File: config.mk
export PLATFORM = sky130hd
export DESIGN_NAME = circle_octant_rasterizer
export DESIGN_NICKNAME = d
export VERILOG_FILES = /design/src/cor_pkg.sv /design/src/cor_point_gen.sv /design/src/circle_octant_rasterizer.sv
export SDC_FILE = /design/constraint.sdc
export NUM_CORES = 1
export LEC_CHECK = 0
export ABC_AREA = 1
export BUFFER_PORTS_ARGS = -buffer_cell sky130_fd_sc_hd__buf_2
export CORE_UTILIZATION = 45
export CTS_BUF_LIST = sky130_fd_sc_hd__clkbuf_8
export DETAILED_ROUTE_END_ITERATION = 10
export SYNTH_ARGS = -nofsm -noshare
export SYNTH_HDL_FRONTEND = slang
export SYNTH_SLANG_ARGS = --single-unit
File: constraint.sdc
create_clock -name clk_i -period 4.6 [get_ports clk_i]
set_input_delay 1.15 -clock clk_i [delete_from_list [all_inputs] [get_ports clk_i]]
set_output_delay 1.15 -clock clk_i [all_outputs]
set_load 0.03 [all_outputs]
File: src/cor_pkg.sv
// Shared types and constants for the circle octant rasterizer.
package cor_pkg;

  localparam int unsigned CoordW  = 14;
  localparam int unsigned StepW   = 13;
  localparam int unsigned DecW    = 17;
  localparam int unsigned RadW    = 12;
  localparam int unsigned OffW    = 12;
  localparam int unsigned PointW  = 15;
  localparam int unsigned ArithW  = 16;
  localparam int unsigned IdxW    = 3;
  localparam int unsigned AddrW   = 3;
  localparam int unsigned DataW   = 32;

  localparam logic [IdxW-1:0]  LastIdx     = 3'd7;
  localparam logic             RegFoldOff  = 1'b0;
  localparam logic [OffW-1:0]  FoldOffRst  = 12'd180;
  localparam logic             ModeStart   = 1'b0;

  // Center and octant position held for the eight points of one step.
  typedef struct packed {
    logic signed [CoordW-1:0] h;
    logic signed [CoordW-1:0] k;
    logic        [StepW-1:0]  x;
    logic signed [StepW-1:0]  y;
    logic                     done;
  } step_snap_t;

endpackage

File: src/cor_point_gen.sv
// Combinational generator of one symmetric point of a rasterizer step.
module cor_point_gen import cor_pkg::*; (
  input  step_snap_t               snap_i,
  input  logic [IdxW-1:0]          idx_i,
  input  logic [OffW-1:0]          offset_i,
  output logic signed [PointW-1:0] point_x_o,
  output logic signed [PointW-1:0] point_y_o
);

  logic signed [ArithW-1:0] h_ext;
  logic signed [ArithW-1:0] k_ext;
  logic signed [ArithW-1:0] x_ext;
  logic signed [ArithW-1:0] y_ext;
  logic signed [ArithW-1:0] o_ext;
  logic signed [ArithW-1:0] u_val;
  logic signed [ArithW-1:0] v_val;
  logic signed [ArithW-1:0] px;
  logic signed [ArithW-1:0] py;

  always_comb begin
    h_ext = {{(ArithW-CoordW){snap_i.h[CoordW-1]}}, snap_i.h};
    k_ext = {{(ArithW-CoordW){snap_i.k[CoordW-1]}}, snap_i.k};
    x_ext = {{(ArithW-StepW){1'b0}}, snap_i.x};
    y_ext = {{(ArithW-StepW){snap_i.y[StepW-1]}}, snap_i.y};
    o_ext = {{(ArithW-OffW){1'b0}}, offset_i};
    // The upper four points swap the roles of x and y.
    u_val = idx_i[2] ? y_ext : x_ext;
    v_val = idx_i[2] ? x_ext : y_ext;
    px    = idx_i[0] ? (h_ext - u_val + o_ext) : (h_ext + u_val);
    py    = idx_i[1] ? (k_ext - v_val) : (k_ext + v_val - o_ext);
  end

  assign point_x_o = px[PointW-1:0];
  assign point_y_o = py[PointW-1:0];

endmodule

File: src/circle_octant_rasterizer.sv
// Top level of the octant-symmetric circle rasterizer with fold offset.
//
// Input beats carry mode, center and radius. A start beat (mode 0) loads the
// center and radius and produces no output. A step beat (mode 1) of a circle
// in progress produces eight point beats on the output channel, one per cycle
// while the receiver is ready, the eighth marked last and, on the final step,
// done. A step beat with no circle in progress is taken and produces nothing.
// Each point of a step goes from the snapshot register through the point
// generator into the single output register, which the step holds for its
// eight points; the next beat is taken in the same cycle as the eighth point
// of the current step enters the output register.
// When the receiver stalls, the output register holds its point and the
// point sequencer waits; input is refused once a step is waiting to emit.
// Reset clears the circle state, empties the output and sets the fold offset
// register (APB address 0) to 180.
module circle_octant_rasterizer import cor_pkg::*; (
  input  logic                     clk_i,
  input  logic                     rst_ni,
  input  logic                     in_valid_i,
  output logic                     in_ready_o,
  input  logic                     mode_i,
  input  logic signed [CoordW-1:0] center_x_i,
  input  logic signed [CoordW-1:0] center_y_i,
  input  logic        [RadW-1:0]   radius_i,
  output logic                     out_valid_o,
  input  logic                     out_ready_i,
  output logic signed [PointW-1:0] point_x_o,
  output logic signed [PointW-1:0] point_y_o,
  output logic                     last_of_step_o,
  output logic                     circle_done_o,
  input  logic                     psel,
  input  logic                     penable,
  input  logic                     pwrite,
  input  logic        [AddrW-1:0]  paddr,
  input  logic        [DataW-1:0]  pwdata,
  output logic        [DataW-1:0]  prdata,
  output logic                     pready
);

  logic        [OffW-1:0]   fold_q;
  logic        [StepW-1:0]  step_x_q, step_x_d;
  logic signed [StepW-1:0]  step_y_q, step_y_d;
  logic signed [DecW-1:0]   dec_q, dec_d;
  logic signed [CoordW-1:0] cx_q, cy_q;
  logic                     active_q, active_d;
  step_snap_t               snap_q, snap_d;
  logic                     busy_q, busy_d;
  logic        [IdxW-1:0]   idx_q, idx_d;
  logic                     out_valid_q;
  logic signed [PointW-1:0] px_q, py_q;
  logic                     last_q, done_q;

  logic                     in_fire, out_load, step_go;
  logic signed [StepW:0]    x_cmp, y_cmp, nx_cmp, ny_cmp;
  logic signed [DecW+1:0]   dec_ext, dec_sum;
  logic signed [PointW-1:0] gen_x, gen_y;

  assign pready = 1'b1;
  assign prdata = (paddr[AddrW-1] == RegFoldOff) ? {{(DataW-OffW){1'b0}}, fold_q} : '0;

  always_ff @(posedge clk_i or negedge rst_ni) begin
    if (!rst_ni) begin
      fold_q <= FoldOffRst;
    end else if (psel && penable && pwrite && (paddr[AddrW-1] == RegFoldOff)) begin
      fold_q <= pwdata[OffW-1:0];
    end
  end

  assign out_load   = busy_q && (!out_valid_q || out_ready_i);
  assign in_ready_o = !busy_q || (out_load && (idx_q == LastIdx));
  assign in_fire    = in_valid_i && in_ready_o;

  assign x_cmp   = $signed({1'b0, step_x_q});
  assign y_cmp   = {step_y_q[StepW-1], step_y_q};
  assign step_go = in_fire && (mode_i != ModeStart) && active_q && !(x_cmp > y_cmp);
  assign dec_ext = {{2{dec_q[DecW-1]}}, dec_q};

  always_comb begin
    step_x_d = step_x_q;
    step_y_d = step_y_q;
    dec_d    = dec_q;
    active_d = active_q;
    dec_sum  = '0;
    nx_cmp   = x_cmp;
    ny_cmp   = y_cmp;
    snap_d   = snap_q;
    if (in_fire && (mode_i == ModeStart)) begin
      step_x_d = '0;
      step_y_d = $signed({1'b0, radius_i});
      dec_d    = $signed(17'sd3 - $signed({{(DecW-RadW-1){1'b0}}, radius_i, 1'b0}));
      active_d = 1'b1;
    end else if (step_go) begin
      if (dec_q[DecW-1]) begin
        dec_sum = dec_ext + $signed({x_cmp[StepW], x_cmp, 2'b00}) + 19'sd6;
      end else begin
        dec_sum  = dec_ext + $signed({x_cmp - y_cmp, 2'b00}) + 19'sd10;
        step_y_d = step_y_q - 13'sd1;
      end
      dec_d    = dec_sum[DecW-1:0];
      step_x_d = step_x_q + 13'd1;
      nx_cmp   = $signed({1'b0, step_x_d});
      ny_cmp   = {step_y_d[StepW-1], step_y_d};
      active_d = !(nx_cmp > ny_cmp);
      snap_d.h    = cx_q;
      snap_d.k    = cy_q;
      snap_d.x    = step_x_q;
      snap_d.y    = step_y_q;
      snap_d.done = nx_cmp > ny_cmp;
    end
  end

  always_comb begin
    busy_d = busy_q;
    idx_d  = idx_q;
    if (out_load) begin
      idx_d = idx_q + 3'd1;
      if (idx_q == LastIdx) begin
        busy_d = 1'b0;
      end
    end
    if (step_go) begin
      busy_d = 1'b1;
      idx_d  = '0;
    end
  end

  always_ff @(posedge clk_i or negedge rst_ni) begin
    if (!rst_ni) begin
      step_x_q <= '0;
      step_y_q <= '0;
      dec_q    <= '0;
      cx_q     <= '0;
      cy_q     <= '0;
      active_q <= 1'b0;
      busy_q   <= 1'b0;
      idx_q    <= '0;
    end else begin
      step_x_q <= step_x_d;
      step_y_q <= step_y_d;
      dec_q    <= dec_d;
      active_q <= active_d;
      busy_q   <= busy_d;
      idx_q    <= idx_d;
      if (in_fire && (mode_i == ModeStart)) begin
        cx_q <= center_x_i;
        cy_q <= center_y_i;
      end
    end
  end

  always_ff @(posedge clk_i) begin
    snap_q <= snap_d;
  end

  cor_point_gen u_point_gen (
    .snap_i    (snap_q),
    .idx_i     (idx_q),
    .offset_i  (fold_q),
    .point_x_o (gen_x),
    .point_y_o (gen_y)
  );

  always_ff @(posedge clk_i or negedge rst_ni) begin
    if (!rst_ni) begin
      out_valid_q <= 1'b0;
    end else if (out_load) begin
      out_valid_q <= 1'b1;
    end else if (out_ready_i) begin
      out_valid_q <= 1'b0;
    end
  end

  always_ff @(posedge clk_i) begin
    if (out_load) begin
      px_q   <= gen_x;
      py_q   <= gen_y;
      last_q <= idx_q == LastIdx;
      done_q <= (idx_q == LastIdx) && snap_q.done;
    end
  end

  assign out_valid_o    = out_valid_q;
  assign point_x_o      = px_q;
  assign point_y_o      = py_q;
  assign last_of_step_o = last_q;
  assign circle_done_o  = done_q;

endmodule

==> impl_metrics.yaml, run 1 <==
synth:
  synth-seq-cells: 175
  synth_cell_type_count: 52
  synth_area_per_cell_sq_um: 7.77
  ys_seq_area_share_pct: 34.8
  ys_warn_count: 0
  netlist_area_sq_um: 13800
  synthesis.instances: 1781
  synth-edff-count: 87
  synthArstFlopShare_pct: 50.3
  synth_ff_type: "edfxtp_1"
global_routing:
  grt_pass1_wl_um: 59000
  grt_pass1_vias: 11400
  grt_max_degree: 65
  grt_overflow_total: 0
  antenna_found_initial: 0
  globalRouteTotalUtil_pct: 24.7
timing:
  rsz0062_at_grt: "false"
  finalSetupViolCount: 0
  worst_slew_pin_slew_ns: 0.940
  finalMaxSlewViolations: 0
  min_period_ns: 3.93
  final_hold_viol_count: 0
  setup_tns_ns: 0
  slew_headroom_pct: 37.3
  fmax_mhz: 255
  worst_clock_skew_ns: 0.0124
  layout_worst_path_cycle_share_pct: 85.4
job:
  max_cap_violations: 0
worst_setup_path:
  worstPathCellList: "inv_1 > or2_2 > o21ai_0 > inv_1 > fa_1 > fa_1 > o21ai_0 > nand2_1 > nand2_1 > a21oi_1 > inv_1 > nand3_1 > a21o_1 > nand3_1 > nand2_1"
  slowest_stage: "dfrtp_1"
  rr_startpoint: "idx_q[2]"
  cp.arrival_ns: 4.16
  worstSetupEndpointType: "register"
  reg2regPathDepth: 15
  startpoint_type: "register"
  critPathMaxStageDelay_ns: 0.56
  critPathMaxFanout: 14
  cp_data_required_time_ns: 4.83
  path_class: "reg -> reg"
  ff2ff_setup_slack_ns: 0.67
  reg2reg_to: "point_x_o[14]"
cts:
  clock-sinks: 175
  cts_tree: "yes"
  cts_buffers: 17
  clock_latency_ns: 0.48
  cts.repair.resized: 0
  cts_buffer_depth: 2
  clock-root-buffer: "clkbuf_8"
  cts_max_level: 4
  cts_setup_buffers: 0
  clk_pin_slew_ns: 0.09
  cts_hold_buf: 0
routing:
  drtAntennaViolNets: 0
  drt_pass1_iterations: 5
  wl_per_cell_um: 16.3
  wirelength_um: 37200
  viasPerCell: 5.14
  num_vias: 11700
  drt_iter0_markers: 559
  drc: 0
floorplanning:
  ios: 150
  die_height_um: 177
  die-width_um: 177
  core_sq_um: 30000
  rows: 63
  die-area_sq_um: 31500
  start_util_pct: 46.2
final_layout:
  insertedDiodeCount: 0
  fin_nets: 2140
  area_growth_pct: 9.13
  drive_gt1_share_pct: 9.24
  stdcell_area_sq_um: 15100
  nFillCells: 2970
min_path:
  hold_path_startpoint: "cy_q[0]"
  hold_end: "snap_q[27]"
  min_path_cells: 0
  hold_path_class: "reg -> reg"
place:
  place_congestion: 0.916
  placed_area_sq_um: 14700
  hpwlAfterDp_um: 29400
  port_buffers: 106
outcome:
  status: "complete, no violations"
==> state kept, by name, summed over array words and instances (netlist names), 3 cells and up <==
name / flops
fold_q: 12
step_x_q: 13
cx_q: 14
point_x_o: 15
snap_q: 55
idx_q: 3
point_y_o: 15
step_y_q: 13
cy_q: 14
dec_q: 16
==> placed cells by master, fill, tap and decap left out, types with 3 or more instances in the layout <==
master / n
o22ai_2: 5
nand4_1: 17
a21o_1: 12
xnor2_1: 9
ha_1: 148
o22ai_1: 5
a21boi_0: 4
buf_4: 12
or2_2: 6
nand2_1: 444
nor2_1: 127
dfrtp_1: 84
dfstp_2: 4
o31ai_1: 3
xor2_1: 38
clkbuf_8: 21
conb_1: 21
a21oi_1: 123
and2_1: 4
inv_1: 269
o21ai_0: 148
nor3_1: 14
inv_2: 4
o21ai_1: 7
o21bai_1: 12
edfxtp_1: 87
nand3_1: 83
nand3b_1: 4
buf_2: 105
a31oi_1: 8
fa_1: 29
==> worst max path at each step <==
stage / slack (ns) / start / to / cells past startpoint
global route: 0.32 / idx_q[2] / point_x_o[11] / 18
detailed placement: 0.72 / idx_q[2] / point_x_o[14] / 15
floorplan: 1.17 / step_x_q[0] / dec_q[16] / 28
global placement: 0.81 / idx_q[2] / point_x_o[14] / 15
CTS: 0.69 / idx_q[2] / point_x_o[14] / 15
finish: 0.67 / idx_q[2] / point_x_o[14] / 15
==> cells in the mapped netlist (29+ instances only) <==
master,count,area (sq um)
ha_1,148,1850
edfxtp_1,87,2610
dfrtp_1,84,2100
nand2_1,444,1670
fa_1,29,581
nor2_1,128,480
o21ai_0,148,741
a21oi_1,123,616
inv_1,265,995
xor2_1,38,333
nand3_1,83,415
==> critical path: cells and delay by family (launching register included) <==
family	cells	cell delay [ns]
simple gates	6	0.74
buf+inv	3	0.51
flops	1	0.56
fa+ha+maj	2	1.01
compound gates	4	0.88
==> per-stage QoR <==
step / hold WS, ns / cells / setup WS, ns / util (%)
global route: 0.463 / 2283 / 0.317 / 50.4
finish: 0.454 / 2283 / 0.671 / 50.4
floorplan: 0.425 / 1800 / 1.17 / -
global placement: 0.428 / 2251 / 0.808 / 49.1
CTS: 0.455 / 2283 / 0.690 / 50.4
detailed placement: 0.432 / 2251 / 0.720 / 49.1
==> per-layer routing <==
layer,track usage (%),wire [um]
met5,0,0
met2,43.1,17900
met3,2.55,1550
met1,32.4,17200
met4,6.80,521
==> final cells by class <==
| type | instances | area [sq um] | share of cell area [%] |
|---|---|---|---|
| multi-input combinational | 1298 | 7760 | 51.4 |
| inverter | 270 | 1010 | 6.71 |
| clock inverter | 11 | 92.6 | 0.613 |
| clock buffer | 21 | 289 | 1.91 |
| timing repair buffer | 118 | 636 | 4.21 |
| tap | 390 | 488 | 3.23 |
| sequential | 175 | 4820 | 31.9 |
==> logic make-up after synthesis <==
family                     after synthesis  share of synthesized area [%]
other                                    2                         0.0543
AOI/OAI and AO/OA                      343                           13.8
adders and majority gates              177                           17.6
buffers and inverters                  327                           9.64
and+or+nand+nor                        708                           21.0
DFF                                    175                           34.8
xor gates and xnor gates                47                           2.97
muxes                                    2                          0.145
Power of run 1 is left out: the tool's default activity adds up to more than one toggle a clock period on the data nets, which glitch-free logic cannot reach.
==> inputs of run 2 (changes only) <==
--- a/config.mk
+++ b/config.mk
@@ -7,9 +7,11 @@
 export LEC_CHECK = 0
 export ABC_AREA = 1
 export BUFFER_PORTS_ARGS = -buffer_cell sky130_fd_sc_hd__buf_2
-export CORE_UTILIZATION = 45
+export CORE_UTILIZATION = 30
 export CTS_BUF_LIST = sky130_fd_sc_hd__clkbuf_8
 export DETAILED_ROUTE_END_ITERATION = 10
+export RECOVER_POWER = 50
 export SYNTH_ARGS = -nofsm -noshare
 export SYNTH_HDL_FRONTEND = slang
+export SYNTH_HIERARCHICAL = 1
 export SYNTH_SLANG_ARGS = --single-unit
==> run 2 against run 1 <==
- core utilization shrank 17 points
- the run now ends with capacitance limit, slew limit left
- highest routed layer unchanged
- fmax decreased by 6.0%
- first-iteration DRC count increased by 57%
- routed wire length is 9.2% higher
==> impl_metrics.yaml, run 2 <==
timing:
  setup_tns_ns: 0
  slew_headroom_pct: -103
  finalSetupViolCount: 0
  finalMaxSlewViolations: 85
  worst_slew_pin_slew_ns: 3.04
  fin_ws_ns: 0.419
  layout_worst_path_cycle_share_pct: 90.9
  fmax_mhz: 239
  finalHoldWorstSlack_ns: 0.455
  rsz0062_at_grt: "false"
  min_period_ns: 4.18
  worst_clock_skew_ns: 0.0143
  final_hold_viol_count: 0
final_layout:
  area_growth_pct: 10.8
  nFillCells: 5195
  fin_nets: 2378
  largest-register: "snap_q"
  insertedDiodeCount: 0
  mostFrequentLayoutCell: "nand2_1"
  final_cell_mix: "571 x nand2_1, 335 x inv_1, 160 x ha_1"
  drive_gt1_share_pct: 8.97
  largest_registers: "snap_q: 55 flops, dec_q: 16 flops"
  largest_reg_flops: 55
global_routing:
  antenna_found_initial: 0
  grt_pass1_wl_um: 63900
  grt_overflow_total: 0
  globalRouteTotalUtil_pct: 16.3
  grt_pass1_vias: 12200
  grt_max_degree: 52
routing:
  drt_iter0_markers: 879
  drc: 0
  wl_per_cell_um: 14.6
  wirelength_um: 40600
  viasPerCell: 4.62
  num_vias: 12900
  drt_pass1_iterations: 5
  drtAntennaViolNets: 0
synth:
  synthTopCellsByCount: "571 x nand2_1, 335 x inv_1, 160 x ha_1, 144 x nand3_1, 138 x nor2_1"
  synth_top_family_by_area: "simple AND/OR/NAND/NOR gates"
  yosysTopAreaCellShare_pct: 17.6
  ys_warn_count: 6
  netlist_area_sq_um: 14900
  synth_area_per_cell_sq_um: 7.43
  synth_cell_type_count: 48
  yosys.area_share.simple_pct: 26.9
  synth-edff-count: 87
  synth_fa_ha_area_share_pct: 17.4
  synth_ff_type: "edfxtp_1"
  yosysMostFrequentCell: "nand2_1"
  synth-seq-cells: 175
  yosys.area.top_type: "edfxtp_1"
  synth_compound_area_share_pct: 9.03
  synthesis.instances: 2003
  synth_area_leaders: "edfxtp_1 18%, nand2_1 14%, dfrtp_1 14%"
  synthMuxAreaShare_pct: 0.807
  synth_xor_area_share_pct: 2.47
  ys_seq_area_share_pct: 32.4
  synthArstFlopShare_pct: 50.3
outcome:
  violations: "capacitance limit, slew limit"
  status: "finished with violations"
floorplanning:
  core_sq_um: 49000
  die-area_sq_um: 50500
  die_height_um: 225
  start_util_pct: 30.4
  die-width_um: 225
  ios: 150
  rows: 81
worst_setup_path:
  startpoint_type: "register"
  cp.arrival_ns: 4.59
  critPathMaxStageDelay_ns: 0.43
  cp_data_required_time_ns: 5.01
  slowest_stage: "fa_1"
  worstSetupEndpointType: "register"
  cpMostUsedCell: "nand2_1"
  critPathMaxFanout: 6
  path_class: "reg -> reg"
cts:
  cts_hold_buf: 0
  cts_setup_buffers: 0
  clock-sinks: 175
  clk_pin_slew_ns: 0.11
  cts_buffer_depth: 2
  clock_latency_ns: 0.50
  clock-root-buffer: "clkbuf_8"
  cts_buffers: 17
  cts_max_level: 4
  cts_tree: "yes"
  cts.repair.resized: 0
place:
  place_ws_ns: 0.435
  port_buffers: 106
  place_congestion: 0.902
  hpwlAfterDp_um: 32800
min_path:
  hold_path_class: "reg -> reg"
job:
  max_cap_violations: 2
==> run 2: cell count changes after synthesis, sizes merged, moves of 8 or more <==
cell | previous run | this run
nand2 | 447 | 574
o211ai | 2 | 10
ha | 148 | 160
nor2 | 130 | 141
nand3 | 85 | 148
inv | 269 | 340
a21oi | 124 | 108
a21o | 12 | 2
o21ai | 156 | 98
nand4 | 17 | 26
mux2i | 2 | 12
or2 | 6 | 19
==> run 2: kinds of logic after synthesis <==
logic type / after synthesis
mux: 12
buf+inv: 396
simple gates: 943
xor+xnor: 42
fa+ha+maj: 189
other cells: 2
compound gates: 244
flops: 175
==> run 2: layer usage <==
layer / GRT usage [%] / routed length, um / up-vias
met4: 4.92 / 881 / 0
met2: 27.2 / 18700 / 283
li1: - / - / 6594
met1: 22.1 / 19500 / 5946
met5: 0 / 0 / -
met3: 1.80 / 1490 / 42
==> run 2: final timing paths <==
kind                             start           to  slack [ns]  depth (start not counted)
hold / removal                cy_q[10]   snap_q[37]        0.46                          0
hold reg to reg               cy_q[10]   snap_q[37]        0.46                          0
min in group asynchronous       rst_ni      cy_q[7]        1.66                          1
setup reg to reg           step_x_q[0]    dec_q[16]        0.42                         29
setup / recovery           step_x_q[0]    dec_q[16]        0.42                         29
max in group asynchronous       rst_ni  step_y_q[9]        1.07                          2
==> run 2: worst max-delay path: cells and delay by family, from the launching register on <==
kind,cells,cell delay [ns]
AND/OR/NAND/NOR,17,1.15
AO/OA/AOI/OAI,4,0.70
buffers and inverters,3,0.26
XOR/XNOR,1,0.23
adder cells (fa/ha/maj),4,1.31
flip-flops,1,0.41
==> run 2: per-stage QoR <==
stage	std cells	util [%]	cell area (sq um)
2_1_floorplan	2022	-	14900
6_report	2783	33.7	16500
4_1_cts	2783	33.7	16500
3_3_place_gp	2751	32.9	16100
5_1_grt	2783	33.7	16500
3_5_place_dp	2751	32.9	16100
==> run 2: cell type report <==
class                      instances  area, sq um  share of cell area (%)
clock buffer                      17          234                    1.42
clock inverter                    15          190                    1.15
inverter                         340         1280                    7.74
multi-input combinational       1451         8510                    51.6
sequential                       175         4820                    29.2
tap                              664          831                    5.04
timing repair buffer             121          621                    3.77
Power of run 2 is left out for the same reason.
==> inputs of run 3 (changes only) <==
--- a/config.mk
+++ b/config.mk
@@ -7,11 +7,12 @@
 export LEC_CHECK = 0
 export ABC_AREA = 1
 export BUFFER_PORTS_ARGS = -buffer_cell sky130_fd_sc_hd__buf_2
+export CAP_MARGIN = 30
+export CORE_MARGIN = 1.5
 export CORE_UTILIZATION = 30
 export CTS_BUF_LIST = sky130_fd_sc_hd__clkbuf_8
 export DETAILED_ROUTE_END_ITERATION = 10
 export RECOVER_POWER = 50
 export SYNTH_ARGS = -nofsm -noshare
 export SYNTH_HDL_FRONTEND = slang
-export SYNTH_HIERARCHICAL = 1
 export SYNTH_SLANG_ARGS = --single-unit
==> run 3 against run 2 <==
- the flow still finishes with violations (capacitance limit, slew limit)
- critical endpoint is now point_x_o[14]
- clock-buffer cell count did not move
- flip-flop and latch count did not move
- die area fell by 6.1%
- register-to-register slack improved by 0.30 ns
- final cell count fell by 10%
- worst setup slack improved by 0.30 ns
- core utilization rose by 0.15 points
- worst hold slack got worse by 0.012 ns
- global-route usage rose by 0.098 points
- fmax rose by 7.7%
- largest cell class unchanged
- non-clock buffer count fell by 1
- first-iteration DRC count fell by 33%
==> impl_metrics.yaml, run 3 (same netlist as run 1, synthesis figures left out) <==
timing:
  setup_tns_ns: 0
  rsz0062_at_grt: "false"
  finalMaxSlewViolations: 100
  finalSetupViolCount: 0
  min_period_ns: 3.88
  layout_worst_path_cycle_share_pct: 84.4
  slew_headroom_pct: -47.0
  fmax_mhz: 258
  final_hold_viol_count: 0
  worst_slew_pin_slew_ns: 2.20
  worst_clock_skew_ns: 0.0237
floorplanning:
  start_util_pct: 30.4
  die-width_um: 218
  rows: 78
  die_height_um: 218
  ios: 150
  die-area_sq_um: 47400
  core_sq_um: 45500
final_layout:
  largest-register: "snap_q"
  largest_reg_flops: 55
  nFillCells: 4856
  drive_gt1_share_pct: 8.50
  final_cell_mix: "444 x nand2_1, 267 x inv_1, 148 x o21ai_0, 148 x ha_1, 127 x nor2_1"
  mostFrequentLayoutCell: "nand2_1"
  insertedDiodeCount: 0
  regArea_sq_um: 4820
  largest_registers: "snap_q: 55 flops, dec_q: 16 flops"
  area_growth_pct: 11.1
  multi_input_area_sq_um: 7760
  fin_nets: 2142
routing:
  num_vias: 11800
  drc: 0
  drt_iter0_markers: 593
  wl_per_cell_um: 15.5
  drtAntennaViolNets: 0
  wirelength_um: 38700
  drt_pass1_iterations: 5
  viasPerCell: 4.74
cts:
  clock-root-buffer: "clkbuf_8"
  clock_latency_ns: 0.51
  cts_setup_buffers: 0
  cts.repair.resized: 0
  clk_pin_slew_ns: 0.11
  cts_max_level: 4
  clock-sinks: 175
  cts_hold_buf: 0
  cts_tree: "yes"
  cts_buffer_depth: 2
  cts_buffers: 17
place:
  hpwlAfterDp_um: 30600
  port_buffers: 106
  place_congestion: 0.953
global_routing:
  antenna_found_initial: 1
  grt_pass1_vias: 11300
  globalRouteTotalUtil_pct: 16.4
  grt_overflow_total: 0
  grt_pass1_wl_um: 59900
  grt_max_degree: 62
worst_setup_path:
  path_class: "reg -> reg"
  cp_data_required_time_ns: 4.86
  critPathMaxFanout: 15
  worstSetupEndpointType: "register"
  startpoint_type: "register"
  cp.arrival_ns: 4.14
job:
  max_cap_violations: 3
outcome:
  status: "finished with violations"
  violations: "capacitance limit, slew limit"
min_path:
  hold_path_class: "reg -> reg"
==> run 3: through the flow <==
stage	hold WS [ns]	utilization (%)	instance area, sq um	instances	worst slack, ns
3_3_place_gp	0.431	33.0	15000	2463	0.659
3_5_place_dp	0.431	33.0	15000	2463	0.722
2_1_floorplan	0.425	-	13900	1800	1.17
5_1_grt	0.464	33.8	15400	2495	0.243
4_1_cts	0.443	33.9	15400	2495	0.688
6_report	0.443	33.8	15400	2495	0.718
==> run 3: area by class of cell <==
cell class | instances | share of cell area (%)
multi-input cells | 1298 | 50.5
inverters | 270 | 6.59
flip-flops and latches | 175 | 31.3
clock buffers | 17 | 1.52
repair buffers | 120 | 3.99
well taps | 600 | 4.88
clock inverters | 15 | 1.20
==> run 3: path summary, 6_finish.rpt <==
kind	from	end	slack (ns)	cells after the start
max	idx_q[2]	point_x_o[14]	0.72	15
min	cy_q[6]	snap_q[33]	0.44	0
max reg2reg	idx_q[2]	point_x_o[14]	0.72	15
min reg2reg	cy_q[6]	snap_q[33]	0.44	0
max in group asynchronous	rst_ni	active_q	0.90	2
min in group asynchronous	rst_ni	cx_q[0]	0.99	1
==> run 3: metal layers <==
layer | wire length (um) | vias up | global-route usage [%]
met5 | 0 | - | 0
met4 | 865 | 0 | 5.54
met3 | 1930 | 53 | 2.22
met2 | 17900 | 305 | 27.8
met1 | 18000 | 5450 | 21.4
li1 | - | 6013 | -
==> run 3: worst max-delay path: stages (launching register included) <==
cell and delay (ns):
dfrtp_1 0.59, inv_1 0.21, or2_2 0.31, o21ai_0 0.19, inv_1 0.15, fa_1 0.50, fa_1 0.48, o21ai_0 0.37
nand2_1 0.13, nand2_1 0.08, a21oi_1 0.06, inv_1 0.12, nand3_1 0.12, a21o_1 0.19, nand3_1 0.07, nand2_1 0.06
Power of run 3 is left out for the same reason.
